`config.mk`:
```
export PLATFORM = sky130hd
export DESIGN_NAME = nonoverlapping_substring_matcher
export DESIGN_NICKNAME = d
export VERILOG_FILES = /design/src/rtl/nssm_pkg.sv /design/src/rtl/nssm_cfg.sv /design/src/rtl/nssm_match.sv /design/src/rtl/nonoverlapping_substring_matcher.sv
export SDC_FILE = /design/constraint.sdc
export NUM_CORES = 2
export LEC_CHECK = 0
export ABC_CLOCK_PERIOD_IN_PS = 9600
export BUFFER_PORTS_ARGS = -buffer_cell sky130_fd_sc_hd__clkbuf_2
export CELL_PAD_IN_SITES_DETAIL_PLACEMENT = 0
export CELL_PAD_IN_SITES_GLOBAL_PLACEMENT = 1
export CORE_MARGIN = 1
export CORE_UTILIZATION = 40
export DETAILED_ROUTE_END_ITERATION = 7
export HOLD_SLACK_MARGIN = 0.05
export PLACE_DENSITY = 0.68
export SYNTH_ARGS = -nofsm -noshare
export SYNTH_HDL_FRONTEND = slang
export SYNTH_SLANG_ARGS = --single-unit
```
`constraint.sdc`:
```
create_clock -name aclk -period 9.6 [get_ports aclk]
set_input_delay 1.92 -clock aclk [delete_from_list [all_inputs] [get_ports aclk]]
set_output_delay 1.92 -clock aclk [all_outputs]
set_load 0.03 [all_outputs]
```
`src/rtl/nssm_pkg.sv`:
```
package nssm_pkg;

    localparam int MAX_QUERY   = 32;
    localparam int QUERY_WORDS = 4;
    localparam int WORD_BITS   = 64;
    localparam int QLEN_BITS   = 6;
    localparam int QIDX_BITS   = $clog2(MAX_QUERY);
    localparam int POS_BITS    = 16;
    localparam int OUT_BITS    = 16;
    localparam int CFG_IDX_BITS = 3;
    localparam int BYTE_BITS   = 8;
    localparam int OUT_TDATA_BITS = 3 * OUT_BITS;

    // register indexes of the configuration port
    localparam logic [CFG_IDX_BITS-1:0] REG_QUERY_WORD_0 = 3'd0;
    localparam logic [CFG_IDX_BITS-1:0] REG_QUERY_WORD_1 = 3'd1;
    localparam logic [CFG_IDX_BITS-1:0] REG_QUERY_WORD_2 = 3'd2;
    localparam logic [CFG_IDX_BITS-1:0] REG_QUERY_WORD_3 = 3'd3;
    localparam logic [CFG_IDX_BITS-1:0] REG_QUERY_LENGTH = 3'd4;

    localparam logic [QLEN_BITS-1:0] QLEN_RESET = 6'd1;
    localparam logic [POS_BITS-1:0]  POS_MAX    = {POS_BITS{1'b1}};
    localparam logic [OUT_BITS-1:0]  OUT_MAX    = {OUT_BITS{1'b1}};

    typedef logic [BYTE_BITS-1:0] byte_t;
    typedef logic [MAX_QUERY*BYTE_BITS-1:0] query_t;

    typedef struct packed {
        query_t               query;
        logic [QLEN_BITS-1:0] qlen;
    } cfg_t;

    typedef struct packed {
        byte_t text_byte;
        logic  line_end;
    } beat_t;

    typedef struct packed {
        logic [OUT_BITS-1:0] match_number;
        logic [OUT_BITS-1:0] match_col;
        logic [OUT_BITS-1:0] match_row;
    } result_t;

endpackage

```
`src/rtl/nssm_cfg.sv`:
```
module nssm_cfg
    import nssm_pkg::*;
(
    input  logic                    aclk,
    input  logic                    aresetn,
    input  logic                    wr_en,
    input  logic [CFG_IDX_BITS-1:0] wr_index,
    input  logic [WORD_BITS-1:0]    wr_data,
    output cfg_t                    cfg
);

    query_t               query_reg;
    logic [QLEN_BITS-1:0] qlen_reg;

    always_ff @(posedge aclk) begin
        if (!aresetn) begin
            query_reg <= '0;
            qlen_reg  <= QLEN_RESET;
        end else if (wr_en) begin
            unique case (wr_index)
                REG_QUERY_WORD_0: query_reg[0*WORD_BITS +: WORD_BITS] <= wr_data;
                REG_QUERY_WORD_1: query_reg[1*WORD_BITS +: WORD_BITS] <= wr_data;
                REG_QUERY_WORD_2: query_reg[2*WORD_BITS +: WORD_BITS] <= wr_data;
                REG_QUERY_WORD_3: query_reg[3*WORD_BITS +: WORD_BITS] <= wr_data;
                REG_QUERY_LENGTH: qlen_reg <= wr_data[QLEN_BITS-1:0];
                default: ;  // unmapped index, write dropped
            endcase
        end
    end

    assign cfg.query = query_reg;
    assign cfg.qlen  = qlen_reg;

endmodule

```
`src/rtl/nssm_match.sv`:
```
module nssm_match
    import nssm_pkg::*;
(
    input  logic    aclk,
    input  logic    aresetn,
    input  cfg_t    cfg,
    input  logic    advance,
    input  beat_t   beat,
    output logic    hit,
    output result_t result
);

    byte_t               window_reg [MAX_QUERY];
    byte_t               window_shift [MAX_QUERY];
    logic [POS_BITS-1:0] column_reg;
    logic [POS_BITS-1:0] row_reg;
    logic [POS_BITS-1:0] allowed_reg;
    logic [OUT_BITS-1:0] matches_reg;

    logic [QLEN_BITS-1:0] qlen_eff;
    logic [POS_BITS-1:0]  column_next;
    logic [POS_BITS-1:0]  start;
    logic [MAX_QUERY-1:0] eq;
    logic                 long_enough;

    assign qlen_eff = (cfg.qlen > QLEN_BITS'(MAX_QUERY)) ? QLEN_BITS'(MAX_QUERY) : cfg.qlen;

    // window after this byte, newest first
    always_comb begin
        window_shift[0] = beat.text_byte;
        for (int j = 1; j < MAX_QUERY; j++) begin
            window_shift[j] = window_reg[j-1];
        end
    end

    assign column_next = (column_reg == POS_MAX) ? POS_MAX : column_reg + 1'b1;

    // window slot j holds query byte qlen-1-j
    always_comb begin
        logic [QLEN_BITS-1:0] k;
        for (int j = 0; j < MAX_QUERY; j++) begin
            k = qlen_eff - QLEN_BITS'(j) - 1'b1;
            if (QLEN_BITS'(j) < qlen_eff) begin
                eq[j] = (window_shift[j] ==
                         cfg.query[{k[QIDX_BITS-1:0], 3'b000} +: BYTE_BITS]);
            end else begin
                eq[j] = 1'b1;
            end
        end
    end

    assign long_enough = (qlen_eff != '0) && (column_next >= POS_BITS'(qlen_eff));
    assign start       = column_next - POS_BITS'(qlen_eff);
    assign hit         = !beat.line_end && long_enough && (&eq) && (start >= allowed_reg);

    assign result.match_row    = row_reg;
    assign result.match_col    = start;
    assign result.match_number = matches_reg;

    always_ff @(posedge aclk) begin
        if (!aresetn) begin
            for (int j = 0; j < MAX_QUERY; j++) begin
                window_reg[j] <= '0;
            end
            column_reg  <= '0;
            row_reg     <= '0;
            allowed_reg <= '0;
            matches_reg <= '0;
        end else if (advance) begin
            if (beat.line_end) begin
                for (int j = 0; j < MAX_QUERY; j++) begin
                    window_reg[j] <= '0;
                end
                column_reg  <= '0;
                allowed_reg <= '0;
                row_reg     <= (row_reg == POS_MAX) ? POS_MAX : row_reg + 1'b1;
            end else begin
                for (int j = 0; j < MAX_QUERY; j++) begin
                    window_reg[j] <= window_shift[j];
                end
                column_reg <= column_next;
                if (hit) begin
                    allowed_reg <= column_next;
                    matches_reg <= (matches_reg == OUT_MAX) ? OUT_MAX : matches_reg + 1'b1;
                end
            end
        end
    end

endmodule

```
`src/rtl/nonoverlapping_substring_matcher.sv`:
```
// channel   | dir | handshake          | payload
// ----------+-----+--------------------+--------------------------------------------
// s_        | in  | s_tvalid/s_tready  | s_tdata = text_byte, s_tlast = line_end
// m_        | out | m_tvalid/m_tready  | m_tdata = match_row, match_col, match_number
// cfg_      | in  | cfg_valid/cfg_ready| cfg_index, cfg_data (always ready)
//
// one beat per cycle unless a stalled m_ side holds the flow: a beat is held
// in the input register, then the window compare against all query bytes runs
// in parallel and a match lands in the output register before it goes out on m_
// synchronous active-low reset clears the query, counters and window;
// query length resets to 1
// a stalled m_ side holds the result; the input register keeps taking beats
// as long as the output register drains or is empty
module nonoverlapping_substring_matcher
    import nssm_pkg::*;
(
    input  logic                      aclk,
    input  logic                      aresetn,
    input  logic                      s_tvalid,
    output logic                      s_tready,
    input  logic [BYTE_BITS-1:0]      s_tdata,   // [7:0] text_byte
    input  logic                      s_tlast,   // line_end
    output logic                      m_tvalid,
    input  logic                      m_tready,
    output logic [OUT_TDATA_BITS-1:0] m_tdata,   // [15:0] row, [31:16] col, [47:32] number
    input  logic                      cfg_valid,
    output logic                      cfg_ready,
    input  logic [CFG_IDX_BITS-1:0]   cfg_index,
    input  logic [WORD_BITS-1:0]      cfg_data
);

    cfg_t    cfg;
    beat_t   beat_reg;
    logic    in_valid_reg;
    logic    out_valid_reg;
    result_t out_reg;
    logic    out_free;
    logic    advance;
    logic    hit;
    result_t result;

    assign cfg_ready = 1'b1;

    nssm_cfg u_cfg (
        .aclk     (aclk),
        .aresetn  (aresetn),
        .wr_en    (cfg_valid),
        .wr_index (cfg_index),
        .wr_data  (cfg_data),
        .cfg      (cfg)
    );

    // output register free when empty or being taken this cycle
    assign out_free = !out_valid_reg || m_tready;
    assign advance  = in_valid_reg && out_free;
    assign s_tready = !in_valid_reg || out_free;

    // input register
    always_ff @(posedge aclk) begin
        if (!aresetn) begin
            in_valid_reg <= 1'b0;
        end else if (s_tready) begin
            in_valid_reg <= s_tvalid;
        end
    end

    always_ff @(posedge aclk) begin
        if (s_tready && s_tvalid) begin
            beat_reg.text_byte <= s_tdata;
            beat_reg.line_end  <= s_tlast;
        end
    end

    nssm_match u_match (
        .aclk    (aclk),
        .aresetn (aresetn),
        .cfg     (cfg),
        .advance (advance),
        .beat    (beat_reg),
        .hit     (hit),
        .result  (result)
    );

    // result register
    always_ff @(posedge aclk) begin
        if (!aresetn) begin
            out_valid_reg <= 1'b0;
        end else if (out_free) begin
            out_valid_reg <= advance && hit;
        end
    end

    always_ff @(posedge aclk) begin
        if (advance && hit) begin
            out_reg <= result;
        end
    end

    assign m_tvalid = out_valid_reg;
    assign m_tdata  = out_reg;

endmodule
```
Word-level counts from Yosys, hierarchy flattened
Memories as Yosys holds them, arrays and structs flattened.
Index checks and enable logic that the tools add are counted.
{"block": "word_totals", "ramBits": 256, "latch_bits": 0, "register_bits": 385, "input_bits": 81, "wordCells": 390, "mem_bits_ro": 0, "memories": 1}
{"block": "classes", "mul": 0, "addsub": 66, "magnitude_cmp": 35, "n_shift": 32, "n_eq_ne": 39, "n_reduce_logical": 24, "bitwise": 65, "muxes": 112, "n_div": 0}
{"name": "u_match.window_reg", "depth": 32, "word_bits": 8, "read_ports": 31, "rd_ports_with_merged_regs": 0, "wr": 32, "line": "nssm_match.sv:13", "source": "byte_t window_reg [MAX_QUERY];"}
{"operator": "256-bit by 9-bit indexed part select with 8-bit output", "n": 32}
{"operator": "8-bit two-way mux", "n": 64}
{"operator": "8-bit == test", "n": 32}
{"operator": "5-bit by 1-bit subtractor with 5-bit output (second input constant)", "n": 32}
{"operator": "5-bit by 6-bit < comparator with 1-bit output (first input constant)", "n": 16}
{"operator": "16-bit two-way mux", "n": 6}
{"operator": "5-bit subtractor (second input constant)", "n": 16}
{"operator": "1-bit bitwise OR", "n": 64}
{"operator": "16-bit by 1-bit adder with 16-bit output (second input constant)", "n": 3}
{"operator": "16-bit == test (second input constant)", "n": 3}
{"operator": "4-bit by 6-bit < comparator with 1-bit output (first input constant)", "n": 8}
{"operator": "1-bit two-way mux", "n": 41}
{"operator": "5-bit by 4-bit subtractor with 5-bit output (second input constant)", "n": 8}
{"operator": "32-bit AND reduction", "n": 1}
{"operator": "3-bit by 6-bit < comparator with 1-bit output (first input constant)", "n": 4}
{"operator": "5-bit by 3-bit subtractor with 5-bit output (second input constant)", "n": 4}
{"operator": "16-bit >= comparator", "n": 1}
{"operator": "16-bit by 6-bit >= comparator with 1-bit output", "n": 1}
{"operator": "16-bit by 6-bit subtractor with 16-bit output", "n": 1}
{"operator": "2-bit AND reduction", "n": 7}
{"operator": "1-bit by 6-bit < comparator with 1-bit output (first input constant)", "n": 2}
{"operator": "2-bit by 6-bit < comparator with 1-bit output (first input constant)", "n": 2}
{"operator": "5-bit by 2-bit subtractor with 5-bit output (second input constant)", "n": 2}
{"operator": "1-bit logical AND", "n": 7}
{"operator": "12 further kinds", "n": 16}

Longest topological paths before layout
{"block": "depth", "depth_word": 12, "depth_mapped": 32, "depth_no_buf": 26}

Cells and area by module
Synthesis repeated with hierarchy kept, for this count alone.
{"block": "unflattened", "hier_cells": 6307, "area_unflattened_um2": 55620.8}
{"mod": "nssm_match", "cells_per_inst": 5314, "n_inst": 1, "area_per_inst_um2": 44228.7, "seq_area_each_um2": 8648.3}
{"mod": "nssm_cfg", "cells_per_inst": 921, "n_inst": 1, "area_per_inst_um2": 9556.7, "seq_area_each_um2": 5245.0}
{"mod": "nonoverlapping_substring_matcher", "cells_per_inst": 72, "n_inst": 1, "area_per_inst_um2": 1835.5, "seq_area_each_um2": 1751.7}

Worst setup path after synthesis
Ideal clock, no wire load.
{"block": "synth_timing", "path_type": "reg2reg", "start": "reg u_cfg.qlen_reg[5]", "end": "reg u_match.matches_reg[8]", "path_buffers": 12, "t_required_ns": 9.331, "period_less_slack_ns": 8.375, "path_stages_with_launch": 27, "slack_ns": 1.225, "arrival_time_ns": 8.106, "cell_sequence": "dfxtp_1 nand2b_2 buf_2 buf_2 buf_2 buf_2 buf_2 buf_2 buf_1 ha_1 buf_2 buf_4 buf_4 buf_2 buf_2 mux2i_1 mux2i_1 and3_1 o31a_1 nor4_1 o2111ai_1 o31a_1 or4_4 nor4b_4 nand4_2 nor2_1 a311oi_2"}
{"block": "synth_between", "elab_chain_len": 11, "word_cells_on_any_way": 202, "cone_classes": "add/sub: 63; order compare: 35; eq/ne: 32; shift: 32; mux: 33; reduce/logical: 7"}
{"item": "start, declared", "line": "nssm_cfg.sv:13", "source": "logic [QLEN_BITS-1:0] qlen_reg;"}
{"item": "start signal, assigned", "line": "nssm_cfg.sv:25", "source": "REG_QUERY_LENGTH: qlen_reg <= wr_data[QLEN_BITS-1:0];"}
{"item": "6-bit greater-than comparator", "line": "nssm_match.sv:26", "source": "assign qlen_eff = (cfg.qlen > QLEN_BITS'(MAX_QUERY)) ? QLEN_BITS'(MAX_QUERY) : cfg.qlen;"}
{"item": "6-bit two-way mux (*)", "line": "nssm_match.sv:26"}
{"item": "5-bit by 1-bit subtractor with 5-bit output (tied with other cells)", "line": "nssm_match.sv:42", "source": "k = qlen_eff - QLEN_BITS'(j) - 1'b1;"}
{"item": "5-bit by 1-bit subtractor with 5-bit output", "line": "nssm_match.sv:42"}
{"item": "256-bit by 9-bit indexed part select with 8-bit output", "line": "nssm_match.sv:45", "source": "cfg.query[{k[QIDX_BITS-1:0], 3'b000} +: BYTE_BITS]);"}
{"item": "8-bit == test", "line": "nssm_match.sv:44", "source": "eq[j] = (window_shift[j] =="}
{"item": "1-bit two-way mux", "line": "nssm_match.sv:43", "source": "if (QLEN_BITS'(j) < qlen_eff) begin"}
{"item": "32-bit AND reduction", "line": "nssm_match.sv:54", "source": "assign hit = !beat.line_end && long_enough && (&eq) && (start >= allowed_reg);"}
{"item": "1-bit logical AND", "line": "nssm_match.sv:54"}
{"item": "1-bit logical AND (*)", "line": "nssm_match.sv:54"}
{"item": "3-bit AND reduction (no line) (*)"}
{"item": "end signal, assigned", "line": "nssm_match.sv:84", "source": "matches_reg <= (matches_reg == OUT_MAX) ? OUT_MAX : matches_reg + 1'b1;"}
{"item": "end, declared", "line": "nssm_match.sv:18", "source": "logic [OUT_BITS-1:0] matches_reg;"}
Mark *: on every way between the ends. The rest lies on a longest branch, timed or not.
A chain may end at the register's enable or synchronous reset.

Final worst setup path
{"block": "layout_timing", "start": "reg u_cfg.qlen_reg[0]", "end": "reg u_match.allowed_reg[10]"}
{"block": "layout_between", "elab_chain_len": 12, "word_cells_on_any_way": 203, "cone_classes": "add/sub: 63; order compare: 35; eq/ne: 32; shift: 32; mux: 33; reduce/logical: 8"}
{"item": "6-bit greater-than comparator", "line": "nssm_match.sv:26"}
{"item": "6-bit two-way mux (*)", "line": "nssm_match.sv:26"}
{"item": "5-bit by 1-bit subtractor with 5-bit output (tied with other cells)", "line": "nssm_match.sv:42"}
{"item": "5-bit by 1-bit subtractor with 5-bit output", "line": "nssm_match.sv:42"}
{"item": "256-bit by 9-bit indexed part select with 8-bit output", "line": "nssm_match.sv:45"}
{"item": "8-bit == test", "line": "nssm_match.sv:44"}
{"item": "1-bit two-way mux", "line": "nssm_match.sv:43"}
{"item": "32-bit AND reduction", "line": "nssm_match.sv:54"}
{"item": "1-bit logical AND", "line": "nssm_match.sv:54"}
{"item": "1-bit logical AND (*)", "line": "nssm_match.sv:54"}
{"item": "2-bit nonzero test (no line) (*)"}
{"item": "2-bit AND reduction (no line) (*)"}
{"item": "end signal, assigned", "line": "nssm_match.sv:83", "source": "allowed_reg <= column_next;"}
{"item": "end, declared", "line": "nssm_match.sv:17", "source": "logic [POS_BITS-1:0] allowed_reg;"}
Marked as above.

==> flow_summary.ini <==
[run_status]
outcome = complete, but fails checks
failed_checks = max-capacitance violations, max-slew violations

[finish]
n_fill_cell = 13700
final_cell_count_no_fill = 8336
final_nets = 6578
design_area_mm2 = 0.0601
multiInputGateArea_mm2 = 0.0367
sequential_cell_area_mm2 = 0.0157
finalCoreUtilization_pct = 44.3
final_layout_size_suffix_gt1_share_pct = 12.3
syn_to_final_growth_pct = 9.88
largest_register_ff_count = 256

[power_and_ir_drop]
p_per_area_mw_per_mm2 = 136
peakVddDrop_v = 0.000162
power_mw = 8.17
leakagePower_nw = 23.3

[placement]
gpl.final_weighted_congestion = 1.15
dp_cells = 8170
placedInstanceArea_mm2 = 0.0574
estimated_wirelength_of_the_detail_placed_design_um = 285000
preCtsSetupSlack_ps = 1610
io_buffers = 130

[setup_path]
crit_required_ps = 10240
cpMaxStageDelayCell = sky130_fd_sc_hd__o31ai_1
worstPathBufferInverterCount = 4
path_cells = buf_4 > buf_4 > or4b_1 > a2bb2oi_1 > o211ai_1 > mux4_2 > xnor2_1 > a2111oi_0 > nand4_1 > o31ai_1 > o21ai_0 > or4_1 > nor4_2 > buf_4 > and2_1 > buf_4 > mux2i_1
cp_common_cell = sky130_fd_sc_hd__buf_4
startpoint_type = register
arrival_time_at_the_worst_endpoint_ps = 9180
worst_path_dominant_cell_family = simple AND/OR/NAND/NOR gates
criticalPathCategory = reg2reg
max_incr_delay_on_cp_ps = 910
crit_path_end_kind = register
largest_fanout_on_the_critical_path = 64

[synth]
yosys_register_bits = 633
synth.distinct_cells = 119
synth.top_cells.by_area = sky130_fd_sc_hd__edfxtp_1 16%, sky130_fd_sc_hd__dfxtp_1 12%, sky130_fd_sc_hd__mux2i_1 11%
synth_nets = 6675
synth-compound-area-share_pct = 19.6
synth-main-ff-cell = sky130_fd_sc_hd__dfxtp_1
syn-instance-count = 6566
synth_top_family_by_area = simple AND/OR/NAND/NOR gates
async_flop_share_pct = 0
syn_area_mm2 = 0.0547
yosys.area_share.xor_xnor_pct = 5.76
synth.mux.area_fraction_pct = 17.1
synth_edf_count = 297
seq_area_frac_synth_pct = 28.6
synth.avg_cell_area_um2 = 8.34
synth_top_cell_area_share_pct = 16.3
synth_simple_gate_area_share_pct = 23.2
yosys.area_share.adder_pct = 0.672
yosys_warnings = 0
synthDominantAreaCellType = sky130_fd_sc_hd__edfxtp_1

[sta]
worst_clock_skew_ps = 83.5
max-slew-margin-rel_pct = -18.1
timing.final.crit_period_ps = 8540
max_slew.worst_pin.slew_ps = 1760
timing.final.hold_violations = 0
finalSetupViolations = 0
post-route-worst-setup-slack_ps = 1060
timing.final.max_slew_violations = 15
hold-worst-slack_ps = 473
grt_setup_unrepaired = no
highest_attainable_clock_frequency_mhz = 117
layout_worst_path_cycle_share_pct = 89.0
totalNegativeSetupSlack_ps = 0

[clock_network]
cts_tree = built
cts-buffers-inserted = 77
post-cts-setup-buffers = 0
cts_hold_repair.buffers = 0
h-tree-depth = 3
clock_latency_ps = 770
cts.reportedPaths.clkPinSlew_ps = 80
clock-sinks = 633
number_of_instances_resized_during_post_cts_repair = 0
cts.root.buffer_cell = sky130_fd_sc_hd__clkbuf_16
cts_max_path_buffers = 3

[floorplanning]
design.core.area_mm2 = 0.136
num_io_pins = 132
chipWidth_um = 372
fp.dieArea_mm2 = 0.138
initial_core_util_pct = 40.4
row_count = 135
die_height_um = 372

[route]
detail_route.drc_violations = 0
wire_per_inst_um = 43.9
firstDrtPassIters = 7
routed-via-count = 60000
via_per_inst = 7.20
ant_nets = 0
drt_iter0_markers = 9543
wl_um = 366000

[job]
maxCapViolations = 3

[global_routing]
maximum_number_of_pins_on_one_net_before_global_route_repair = 225
grt_pass1_vias = 54100
antenna_violations_before_repair = 53
grt.overflow.total = 0
grt_pass1_wl_um = 483000
track_usage_pct = 51.4

[hold_path]
worstHoldPathType = reg2reg
## worst register-to-register path: stages, from the launching register on
cell and delay (ps):
sky130_fd_sc_hd__dfxtp_4 540, sky130_fd_sc_hd__buf_4 570, sky130_fd_sc_hd__buf_4 830, sky130_fd_sc_hd__or4b_1 890
sky130_fd_sc_hd__a2bb2oi_1 220, sky130_fd_sc_hd__o211ai_1 510, sky130_fd_sc_hd__mux4_2 710, sky130_fd_sc_hd__xnor2_1 160
sky130_fd_sc_hd__a2111oi_0 480, sky130_fd_sc_hd__nand4_1 480, sky130_fd_sc_hd__o31ai_1 910, sky130_fd_sc_hd__o21ai_0 180
sky130_fd_sc_hd__or4_1 580, sky130_fd_sc_hd__nor4_2 230, sky130_fd_sc_hd__buf_4 260, sky130_fd_sc_hd__and2_1 280
sky130_fd_sc_hd__buf_4 330, sky130_fd_sc_hd__mux2i_1 250
## path summary, 6_finish.rpt
path                            cells past startpoint                            startpoint                                   end  slack (ps)
worst max-delay path                               17        u_cfg.qlen_reg[0]$_SDFFE_PN1P_  u_match.allowed_reg[10]$_SDFFE_PN0P_        1060
worst max register to register                     17        u_cfg.qlen_reg[0]$_SDFFE_PN1P_  u_match.allowed_reg[10]$_SDFFE_PN0P_        1060
worst min-delay path                                2  u_match.allowed_reg[12]$_SDFFE_PN0P_  u_match.allowed_reg[12]$_SDFFE_PN0P_         470
worst min register to register                      2  u_match.allowed_reg[12]$_SDFFE_PN0P_  u_match.allowed_reg[12]$_SDFFE_PN0P_         470
## cell families (layout without fill, tap and decap cells)
family                     Yosys count  in the layout
adders and majority gates           29             29
AOI/OAI and AO/OA                 1565           1565
muxes                              806            806
xor gates and xnor gates           358            358
and+or+nand+nor                   2562           2562
other                                1             25
DFF                                633            633
buffers and inverters              612            577
## cells in the final DEF, fill, tap and decap left out, types with 90 or more instances in the layout
master / Yosys / routed
sky130_fd_sc_hd__and2_1: 282 / 281
sky130_fd_sc_hd__dfxtp_1: 336 / 330
sky130_fd_sc_hd__a211oi_1: 100 / 94
sky130_fd_sc_hd__buf_4: 47 / 210
sky130_fd_sc_hd__xnor2_1: 171 / 167
sky130_fd_sc_hd__clkbuf_2: 1 / 130
sky130_fd_sc_hd__mux4_2: 92 / 92
sky130_fd_sc_hd__nor2_1: 273 / 262
sky130_fd_sc_hd__nor3_1: 133 / 128
sky130_fd_sc_hd__a211o_1: 95 / 95
sky130_fd_sc_hd__a21oi_1: 492 / 492
sky130_fd_sc_hd__nand4_1: 97 / 97
sky130_fd_sc_hd__o21ai_0: 133 / 132
sky130_fd_sc_hd__xor2_1: 185 / 184
sky130_fd_sc_hd__nand3_1: 319 / 318
sky130_fd_sc_hd__o211ai_1: 90 / 90
sky130_fd_sc_hd__nand2_1: 1033 / 1030
sky130_fd_sc_hd__mux2i_1: 625 / 620
sky130_fd_sc_hd__edfxtp_1: 297 / 297
## cells in the mapped netlist, types with 69 or more instances
library cell / count
sky130_fd_sc_hd__a211o_1: 95
sky130_fd_sc_hd__a211oi_1: 100
sky130_fd_sc_hd__a21oi_1: 492
sky130_fd_sc_hd__and2_1: 282
sky130_fd_sc_hd__and3b_1: 72
sky130_fd_sc_hd__buf_2: 177
sky130_fd_sc_hd__clkbuf_1: 245
sky130_fd_sc_hd__dfxtp_1: 336
sky130_fd_sc_hd__edfxtp_1: 297
sky130_fd_sc_hd__inv_1: 73
sky130_fd_sc_hd__mux2_2: 85
sky130_fd_sc_hd__mux2i_1: 625
sky130_fd_sc_hd__mux4_2: 92
sky130_fd_sc_hd__nand2_1: 1033
sky130_fd_sc_hd__nand3_1: 319
sky130_fd_sc_hd__nand4_1: 97
sky130_fd_sc_hd__nor2_1: 273
sky130_fd_sc_hd__nor3_1: 133
sky130_fd_sc_hd__nor4_1: 69
sky130_fd_sc_hd__o211ai_1: 90
sky130_fd_sc_hd__o21ai_0: 133
sky130_fd_sc_hd__xnor2_1: 171
sky130_fd_sc_hd__xor2_1: 185
## metal layers
layer | global-route usage (%) | vias to the layer above | part of all wire, %
met5 | 0.594 | - | 0.038
met1 | 60.8 | 29500 | 36
met4 | 44.1 | 20 | 11
li1 | - | 24300 | -
met2 | 71.6 | 4800 | 40
met3 | 20.8 | 1413 | 14
## power breakdown
part | leakage [nW] | switching [mW] | internal (mW)
Clock | 1.29 | 1.36 | 1.78
Combinational | 16.2 | 1.34 | 0.568
Sequential | 5.76 | 0.203 | 2.92
## cell type report
class	count	area share [%]
clock buffers	98	3.47
clock inverters	43	0.936
diodes	24	0.0999
multi-input cells	5321	61.0
well taps	1781	3.71
inverters	80	0.528
repair buffers	356	4.21
flip-flops and latches	633	26.0
Power figures use the tool's default switching activity.
